## src/hw/rtl/pbcd_pkg.sv

```systemverilog
package pbcd_pkg;

   localparam logic OP_TO_BCD = 1'b0;
   localparam logic OP_TO_BIN = 1'b1;

   localparam logic [31:0] NARROW_MAX  = 32'd9999;
   localparam logic [31:0] WIDE_MAX    = 32'd99999999;
   localparam logic [13:0] HALF_SCALE  = 14'd10000;
   localparam logic [15:0] RECIP_10K   = 16'd53687;
   localparam int          RECIP_10K_SH = 29;
   localparam logic [12:0] RECIP_100   = 13'd5243;
   localparam int          RECIP_100_SH = 19;
   localparam logic [3:0]  NIBBLE_MASK = 4'hf;

   typedef struct packed {
      logic        op;
      logic        ovf;
      logic [13:0] q;
      logic [14:0] rem;
      logic [27:0] bin;
   } front_type;

   typedef struct packed {
      logic        op;
      logic        ovf;
      logic [27:0] bin;
      logic [13:0] hi;
      logic [13:0] lo;
      logic [6:0]  hq_hi;
      logic [6:0]  hq_lo;
   } split_type;

   // nibble weights 1, 10, 100, 1000; nibbles above 9 taken as they are
   function automatic logic [14:0] unpack_four(input logic [15:0] w);
      return 15'(w[3:0] & NIBBLE_MASK) + 15'(w[7:4] & NIBBLE_MASK) * 15'd10
           + 15'(w[11:8] & NIBBLE_MASK) * 15'd100 + 15'(w[15:12] & NIBBLE_MASK) * 15'd1000;
   endfunction

   // 0..99 to two BCD digits
   function automatic logic [7:0] two_digits(input logic [6:0] x);
      logic [13:0] t;
      logic [3:0]  tens;
      logic [3:0]  ones;
      t    = 14'(x) * 14'd103;
      tens = t[13:10];
      ones = 4'(x - 7'(tens) * 7'd10);
      return {tens, ones};
   endfunction

endpackage

```

## src/hw/rtl/pbcd_front.sv

```systemverilog
module pbcd_front import pbcd_pkg::*; (
   input  logic        clock,
   input  logic        reset,
   input  logic        in_valid,
   output logic        in_ready,
   input  logic        in_op,
   input  logic        in_wide,
   input  logic [31:0] in_value,
   output logic        out_valid,
   input  logic        out_ready,
   output front_type   out_data
);

   logic        a_valid_ff, a_valid_in;
   logic        a_op_ff, a_wide_ff, a_ovf_ff;
   logic [26:0] a_value_ff;
   logic [42:0] a_prod_ff;
   logic [14:0] a_bin_hi_ff, a_bin_lo_ff;
   logic        a_ovf_in;
   logic        a_ready, b_ready;

   logic        b_valid_ff, b_valid_in;
   front_type   b_data_ff, b_data_in;
   logic [13:0] a_q;

   assign b_ready  = !b_valid_ff || out_ready;
   assign a_ready  = !a_valid_ff || b_ready;
   assign in_ready = a_ready;

   assign a_valid_in = a_ready ? in_valid : a_valid_ff;
   assign b_valid_in = b_ready ? a_valid_ff : b_valid_ff;

   assign a_ovf_in = (in_op == OP_TO_BCD) &&
                     (in_wide ? (in_value > WIDE_MAX) : (in_value > NARROW_MAX));

   always_ff @(posedge clock) begin
      if (reset) begin
         a_valid_ff <= 1'b0;
         b_valid_ff <= 1'b0;
      end else begin
         a_valid_ff <= a_valid_in;
         b_valid_ff <= b_valid_in;
      end
   end

   always_ff @(posedge clock) begin
      if (a_ready && in_valid) begin
         a_op_ff     <= in_op;
         a_wide_ff   <= in_wide;
         a_ovf_ff    <= a_ovf_in;
         a_value_ff  <= in_value[26:0];
         a_prod_ff   <= 43'(in_value[26:0]) * 43'(RECIP_10K);
         a_bin_lo_ff <= unpack_four(in_value[15:0]);
         a_bin_hi_ff <= unpack_four(in_value[31:16]);
      end
   end

   // quotient estimate is exact or one low
   assign a_q = a_prod_ff[RECIP_10K_SH +: 14];

   always_comb begin
      b_data_in.op  = a_op_ff;
      b_data_in.ovf = a_ovf_ff;
      b_data_in.q   = a_q;
      b_data_in.rem = 15'(a_value_ff - 27'(a_q) * 27'(HALF_SCALE));
      b_data_in.bin = a_wide_ff ? 28'(a_bin_hi_ff) * 28'(HALF_SCALE) + 28'(a_bin_lo_ff)
                                : 28'(a_bin_lo_ff);
   end

   always_ff @(posedge clock) begin
      if (b_ready && a_valid_ff) begin
         b_data_ff <= b_data_in;
      end
   end

   assign out_valid = b_valid_ff;
   assign out_data  = b_data_ff;

endmodule

```

## src/hw/rtl/pbcd_split.sv

```systemverilog
module pbcd_split import pbcd_pkg::*; (
   input  logic      clock,
   input  logic      reset,
   input  logic      in_valid,
   output logic      in_ready,
   input  front_type in_data,
   output logic      out_valid,
   input  logic      out_ready,
   output split_type out_data
);

   logic        c_valid_ff, c_valid_in;
   logic        c_op_ff, c_ovf_ff;
   logic [27:0] c_bin_ff;
   logic [13:0] c_hi_ff, c_lo_ff, c_hi_in, c_lo_in;
   logic        c_ready, d_ready;
   logic        carry;

   logic        d_valid_ff, d_valid_in;
   split_type   d_data_ff, d_data_in;
   logic [26:0] prod_hi, prod_lo;

   assign d_ready  = !d_valid_ff || out_ready;
   assign c_ready  = !c_valid_ff || d_ready;
   assign in_ready = c_ready;

   assign c_valid_in = c_ready ? in_valid : c_valid_ff;
   assign d_valid_in = d_ready ? c_valid_ff : d_valid_ff;

   assign carry   = in_data.rem >= 15'(HALF_SCALE);
   assign c_hi_in = carry ? in_data.q + 14'd1 : in_data.q;
   assign c_lo_in = carry ? 14'(in_data.rem - 15'(HALF_SCALE)) : in_data.rem[13:0];

   always_ff @(posedge clock) begin
      if (reset) begin
         c_valid_ff <= 1'b0;
         d_valid_ff <= 1'b0;
      end else begin
         c_valid_ff <= c_valid_in;
         d_valid_ff <= d_valid_in;
      end
   end

   always_ff @(posedge clock) begin
      if (c_ready && in_valid) begin
         c_op_ff  <= in_data.op;
         c_ovf_ff <= in_data.ovf;
         c_bin_ff <= in_data.bin;
         c_hi_ff  <= c_hi_in;
         c_lo_ff  <= c_lo_in;
      end
   end

   // divide by 100, exact below 10000
   assign prod_hi = 27'(c_hi_ff) * 27'(RECIP_100);
   assign prod_lo = 27'(c_lo_ff) * 27'(RECIP_100);

   always_comb begin
      d_data_in.op    = c_op_ff;
      d_data_in.ovf   = c_ovf_ff;
      d_data_in.bin   = c_bin_ff;
      d_data_in.hi    = c_hi_ff;
      d_data_in.lo    = c_lo_ff;
      d_data_in.hq_hi = prod_hi[RECIP_100_SH +: 7];
      d_data_in.hq_lo = prod_lo[RECIP_100_SH +: 7];
   end

   always_ff @(posedge clock) begin
      if (d_ready && c_valid_ff) begin
         d_data_ff <= d_data_in;
      end
   end

   assign out_valid = d_valid_ff;
   assign out_data  = d_data_ff;

endmodule

```

## src/hw/rtl/pbcd_digits.sv

```systemverilog
module pbcd_digits import pbcd_pkg::*; (
   input  logic        clock,
   input  logic        reset,
   input  logic        in_valid,
   output logic        in_ready,
   input  split_type   in_data,
   output logic        out_valid,
   input  logic        out_ready,
   output logic [31:0] out_result,
   output logic        out_ok
);

   logic        e_valid_ff, e_valid_in;
   logic        e_op_ff, e_ovf_ff;
   logic [27:0] e_bin_ff;
   logic [6:0]  e_p3_ff, e_p2_ff, e_p1_ff, e_p0_ff;
   logic        e_ready, f_ready;

   logic        f_valid_ff, f_valid_in;
   logic [31:0] f_result_ff, f_result_in;
   logic        f_ok_ff;

   assign f_ready  = !f_valid_ff || out_ready;
   assign e_ready  = !e_valid_ff || f_ready;
   assign in_ready = e_ready;

   assign e_valid_in = e_ready ? in_valid : e_valid_ff;
   assign f_valid_in = f_ready ? e_valid_ff : f_valid_ff;

   always_ff @(posedge clock) begin
      if (reset) begin
         e_valid_ff <= 1'b0;
         f_valid_ff <= 1'b0;
      end else begin
         e_valid_ff <= e_valid_in;
         f_valid_ff <= f_valid_in;
      end
   end

   always_ff @(posedge clock) begin
      if (e_ready && in_valid) begin
         e_op_ff  <= in_data.op;
         e_ovf_ff <= in_data.ovf;
         e_bin_ff <= in_data.bin;
         e_p3_ff  <= in_data.hq_hi;
         e_p2_ff  <= 7'(in_data.hi - 14'(in_data.hq_hi) * 14'd100);
         e_p1_ff  <= in_data.hq_lo;
         e_p0_ff  <= 7'(in_data.lo - 14'(in_data.hq_lo) * 14'd100);
      end
   end

   always_comb begin
      if (e_op_ff == OP_TO_BIN) begin
         f_result_in = 32'(e_bin_ff);
      end else if (e_ovf_ff) begin
         f_result_in = 32'd0;
      end else begin
         f_result_in = {two_digits(e_p3_ff), two_digits(e_p2_ff),
                        two_digits(e_p1_ff), two_digits(e_p0_ff)};
      end
   end

   always_ff @(posedge clock) begin
      if (f_ready && e_valid_ff) begin
         f_result_ff <= f_result_in;
         f_ok_ff     <= !e_ovf_ff;
      end
   end

   assign out_valid  = f_valid_ff;
   assign out_result = f_result_ff;
   assign out_ok     = f_ok_ff;

endmodule

```

## src/hw/rtl/packed_bcd_converter_top.sv

```systemverilog
// Binary <-> packed BCD converter, six register stages.
// Throughput: one beat per cycle when not stalled; each stage advances
// when it is empty or its successor advances, so rsp_tready low stalls
// the pipe without loss.
// Reset: synchronous, active high; clears all stage valid bits.
module packed_bcd_converter_top import pbcd_pkg::*; (
   input  logic        clock,
   input  logic        reset,
   input  logic        req_tvalid,
   output logic        req_tready,
   input  logic [31:0] req_tdata,   // [31:0] value
   input  logic [1:0]  req_tuser,   // [0] op, [1] wide
   output logic        rsp_tvalid,
   input  logic        rsp_tready,
   output logic [31:0] rsp_tdata,   // [31:0] result
   output logic        rsp_tuser    // [0] ok
);

   logic      front_valid, front_ready;
   front_type front_data;
   logic      split_valid, split_ready;
   split_type split_data;

   pbcd_front u_front (
      .clock     (clock),
      .reset     (reset),
      .in_valid  (req_tvalid),
      .in_ready  (req_tready),
      .in_op     (req_tuser[0]),
      .in_wide   (req_tuser[1]),
      .in_value  (req_tdata),
      .out_valid (front_valid),
      .out_ready (front_ready),
      .out_data  (front_data)
   );

   pbcd_split u_split (
      .clock     (clock),
      .reset     (reset),
      .in_valid  (front_valid),
      .in_ready  (front_ready),
      .in_data   (front_data),
      .out_valid (split_valid),
      .out_ready (split_ready),
      .out_data  (split_data)
   );

   pbcd_digits u_digits (
      .clock      (clock),
      .reset      (reset),
      .in_valid   (split_valid),
      .in_ready   (split_ready),
      .in_data    (split_data),
      .out_valid  (rsp_tvalid),
      .out_ready  (rsp_tready),
      .out_result (rsp_tdata),
      .out_ok     (rsp_tuser)
   );

   a_ovf_zero: assert property (@(posedge clock) disable iff (reset)
      rsp_tvalid && !rsp_tuser |-> rsp_tdata == 32'd0)
      else $error("overflow beat with nonzero result");

   a_bin_no_ovf: assert property (@(posedge clock) disable iff (reset)
      front_valid && front_data.op == OP_TO_BIN |-> !front_data.ovf)
      else $error("overflow flagged on BCD to binary");

   a_rem_range: assert property (@(posedge clock) disable iff (reset)
      front_valid && front_data.op == OP_TO_BCD && !front_data.ovf
         |-> front_data.rem < 15'(2 * HALF_SCALE))
      else $error("quotient estimate off by more than one");

   a_reset_empty: assert property (@(posedge clock)
      $past(reset) && !reset |-> !rsp_tvalid)
      else $error("output valid right after reset");

endmodule

```

## config.mk

```make
export PLATFORM = sky130hd
export DESIGN_NAME = packed_bcd_converter_top
export DESIGN_NICKNAME = d
export VERILOG_FILES = /design/src/hw/rtl/pbcd_pkg.sv /design/src/hw/rtl/pbcd_front.sv /design/src/hw/rtl/pbcd_split.sv /design/src/hw/rtl/pbcd_digits.sv /design/src/hw/rtl/packed_bcd_converter_top.sv
export SDC_FILE = /design/constraint.sdc
export NUM_CORES = 2
export LEC_CHECK = 0
export BUFFER_PORTS_ARGS = -buffer_cell sky130_fd_sc_hd__buf_4
export CAP_MARGIN = 0
export CORE_MARGIN = 8
export CORE_UTILIZATION = 55
export CTS_CLUSTER_SIZE = 28
export DETAILED_ROUTE_END_ITERATION = 12
export PLACE_DENSITY = 0.81
export SYNTH_ARGS = -nofsm -noshare
export SYNTH_HDL_FRONTEND = slang
export SYNTH_SLANG_ARGS = --single-unit
```

## constraint.sdc

```tcl
create_clock -name clock -period 16 [get_ports clock]
set_input_delay 0.8 -clock clock [delete_from_list [all_inputs] [get_ports clock]]
set_output_delay 0.8 -clock clock [all_outputs]
set_load 0.005 [all_outputs]
```

==> results.yml <==
status:
  status: "finished, final reports clean"
detailed_routing:
  vias: 22600
  vias_per_cell: 5.27
  drc: 0
  wl_um: 74700
  firstDrtPassIters: 6
  drt-initial-drc-count: 1263
  wire_per_inst_um: 17.4
  postRouteAntennaNets: 0
global_route:
  grt.total_usage_pct: 20.3
  antenna_found_initial: 1
  grt_pass1_vias: 24330
  grt_max_degree: 62
  grt_overflow: 0
  grt_pass1_wl_um: 122000
timing:
  tightest_slew_ns: 0.968
  period_share_pct: 41.4
  fin_tns_setup_ns: 0
  fin_crit_ns: 6.63
  slew_headroom_pct: 35.2
  setup_viol: 0
  rsz0062_at_grt: "false"
  fmax_ghz: 0.151
  drv_slew: 0
  clock_skew_ns: 0.0241
  hold_viol: 0
floorplanning:
  ioPinCount: 73
  core-area_um2: 65700
  die_area_um2: 74900
  rows: 94
  initial_core_util_pct: 55.6
  dieHeight_um: 274
  fp.dieW_um: 274
synth:
  synth-edff-count: 323
  async_reset_ff_share_pct: 0
  ys_ff_latch: 329
  yosysSeqAreaShare_pct: 26.9
  yosysTopAreaCell: "edfxtp_1"
  dominantRegCellSynth: "edfxtp_1"
  syn_area_um2: 36500
  synthCells: 3295
  synth_area_leaders: "edfxtp_1, ha_1, fa_1"
  yosysMostFrequentCell: "inv_1"
  yosys-top-cells-count: "inv_1, ha_1, fa_1, edfxtp_1, xnor2_1"
  synth_top_area_share_pct: 26.6
  yosysWarnings: 0
  synth.avg_cell_area_um2: 11.1
  yosysUniqueCellTypes: 75
  syn_nets: 4466
worst_hold_path:
  hold_end: "u_split.c_bin_ff[14]$_DFFE_PP_"
  min_path_type: "reg -> reg"
  hp-start: "u_front.out_data[14]$_DFFE_PP_"
  whs_path_depth: 0
place:
  place_congestion: 0.940
  port-buffer-count: 72
  dp.final_hpwl_um: 63000
  dpl_cell_area_um2: 38200
worst_setup_path:
  rr_startpoint: "u_split.c_hi_ff[8]$_DFFE_PP_"
  cp_max_fo: 9
  cpMostUsedCell: "inv_1"
  r2r-end: "u_split.out_data[13]$_DFFE_PP_"
  path_buf_inv: 7
  slowest_stage: "fa_1"
  cp.required_ns: 16.30
  cp-end-kind: "register"
  arrival_ns: 6.93
  reg2reg_depth: 20
  slowest_delay_ns: 0.54
  crit_chain: "buf_4 > inv_1 > ha_1 > inv_1 > fa_1 > inv_1 > fa_1 > inv_1 > fa_1 > inv_1 > fa_1 > fa_1 > inv_1 > ha_1 > and3_2 > nand4_1 > or3_1 > a31oi_2 > o2111ai_1 > a311oi_2 > a211oi_1 > o21bai_2 > a21oi_1 > xnor2_1"
  path_delay_family: "adder cells"
  rrSetupSlack_ns: 10.25
  worstSetupPathType: "in -> reg"
  start_kind: "input port"
clocking:
  clkLatencyLatePin_ns: 0.56
  clk_pin_slew_ns: 0.06
  cts_setup_buffers: 0
  cts_max_level: 2
  cts.path.max_buffers: 3
  numClockSinks: 329
  ctsHoldBuffers: 0
  cts_inserted_buffers: 36
  ctsRootBufferMaster: "clkbuf_16"
  cts_resized: 0
  cts_tree: "done"
final_layout:
  drive_gt1_share_pct: 5.26
  seq_area_um2: 9820
  nFillCells: 5187
  area_growth_pct: 7.98
  num_antenna_cells: 0
  design_area_um2: 39400
  multi_input_area_um2: 23300
  nets: 4568
job:
  drv_cap: 0
==> cell usage in the layout (no fill, tap or decap), types with 5 or more instances in the layout <==
| cell type | n |
|---|---|
| nand4_1 | 13 |
| o211ai_1 | 6 |
| nor2b_1 | 14 |
| a21boi_0 | 9 |
| o41a_1 | 6 |
| xor2_1 | 52 |
| bufinv_16 | 7 |
| o21a_1 | 18 |
| clkinv_2 | 5 |
| nor2_1 | 102 |
| a21oi_1 | 105 |
| ha_1 | 719 |
| a22o_1 | 12 |
| clkbuf_16 | 36 |
| edfxtp_1 | 323 |
| mux2_2 | 8 |
| a211oi_1 | 13 |
| dfxtp_1 | 6 |
| and2_1 | 11 |
| o21ai_0 | 68 |
| nor3_1 | 21 |
| nor4_1 | 9 |
| xnor2_1 | 138 |
| mux2i_1 | 5 |
| fa_1 | 414 |
| a31oi_1 | 10 |
| inv_1 | 894 |
| buf_4 | 79 |
| and3_1 | 15 |
| a21o_1 | 44 |
| or3_1 | 10 |
| o21bai_1 | 9 |
| o31ai_1 | 10 |
| nand2b_1 | 23 |
| nand3_1 | 33 |
| nand2_1 | 88 |
| a31o_2 | 5 |
==> final cells by class <==
class                           count  share of cell area (%)
Inverter                          894                    8.51
Multi-Input combinational cell   2057                    59.2
Clock inverter                     25                   0.872
Tap cell                          864                    2.74
Sequential cell                   329                    24.9
Clock buffer                       38                    2.30
Timing Repair Buffer               79                    1.50
==> per-layer routing <==
metal  up-vias  GRT usage (%)  part of all wire (%)
li1      10920              -                     -
met5         -              0                 0.021
met4         2           6.23                   3.0
met1     11051           25.7                    42
met2       493           35.4                    49
met3       134           3.34                   5.4
==> worst max-delay path by stage <==
| stage | start | end | slack, ns | depth (start not counted) |
|---|---|---|---|---|
| 2_1_floorplan | req_tdata[12] | u_front.a_prod_ff[42]$_DFFE_PP_ | 9.57 | 23 |
| 3_3_place_gp | req_tdata[12] | u_front.a_prod_ff[42]$_DFFE_PP_ | 8.97 | 24 |
| 3_5_place_dp | req_tdata[12] | u_front.a_prod_ff[42]$_DFFE_PP_ | 8.83 | 24 |
| 4_1_cts | req_tdata[12] | u_front.a_prod_ff[42]$_DFFE_PP_ | 9.40 | 24 |
| 5_1_grt | req_tdata[12] | u_front.a_prod_ff[42]$_DFFE_PP_ | 9.08 | 24 |
| 6_report | req_tdata[12] | u_front.a_prod_ff[42]$_DFFE_PP_ | 9.37 | 24 |
==> logic make-up after synthesis <==
kind of cell	count (synthesis)	share of synthesized area (%)
adder cells (fa/ha/maj)	1133	47.3
buffers and inverters	909	9.35
AND/OR/NAND/NOR	364	4.95
AO/OA/AOI/OAI	357	6.57
flip-flops	329	26.9
XOR/XNOR	190	4.56
multiplexers	13	0.384
==> worst reg2reg max path, delay by kind of cell (launching register included) <==
family                   cells  cell delay (ns)
flip-flops                   1             0.55
AO/OA/AOI/OAI                8             1.60
adder cells (fa/ha/maj)      6             2.53
buffers and inverters        4             0.25
AND/OR/NAND/NOR              2             0.57
==> stage by stage <==
| step | std cells | utilization [%] | hold WS [ns] | setup slack [ns] |
|---|---|---|---|---|
| final | 4286 | 60.0 | 0.413 | 9.37 |
| after global placement | 4223 | 58.1 | 0.401 | 8.97 |
| after detailed placement | 4223 | 58.1 | 0.405 | 8.83 |
| after CTS | 4286 | 60.0 | 0.405 | 9.40 |
| after floorplan | 3295 | - | 0.400 | 9.57 |
| after global routing | 4286 | 60.0 | 0.418 | 9.08 |
==> flip-flops by register name (all words and copies together) (netlist names), 7 cells and up <==
name and flops:
u_front.out_data 58, u_split.out_data 57, u_digits.out_result 32, u_digits.e_bin_ff 27, u_split.c_bin_ff 27, u_front.a_bin_hi_ff 15, u_front.a_bin_lo_ff 15, u_front.a_prod_ff 14
u_front.a_value_ff 14, u_split.c_hi_ff 14, u_split.c_lo_ff 14, u_digits.e_p0_ff 7, u_digits.e_p1_ff 7, u_digits.e_p2_ff 7, u_digits.e_p3_ff 7
Power is not shown: default switching activity piles up to over one toggle a cycle in this logic, so the estimate is an artifact.
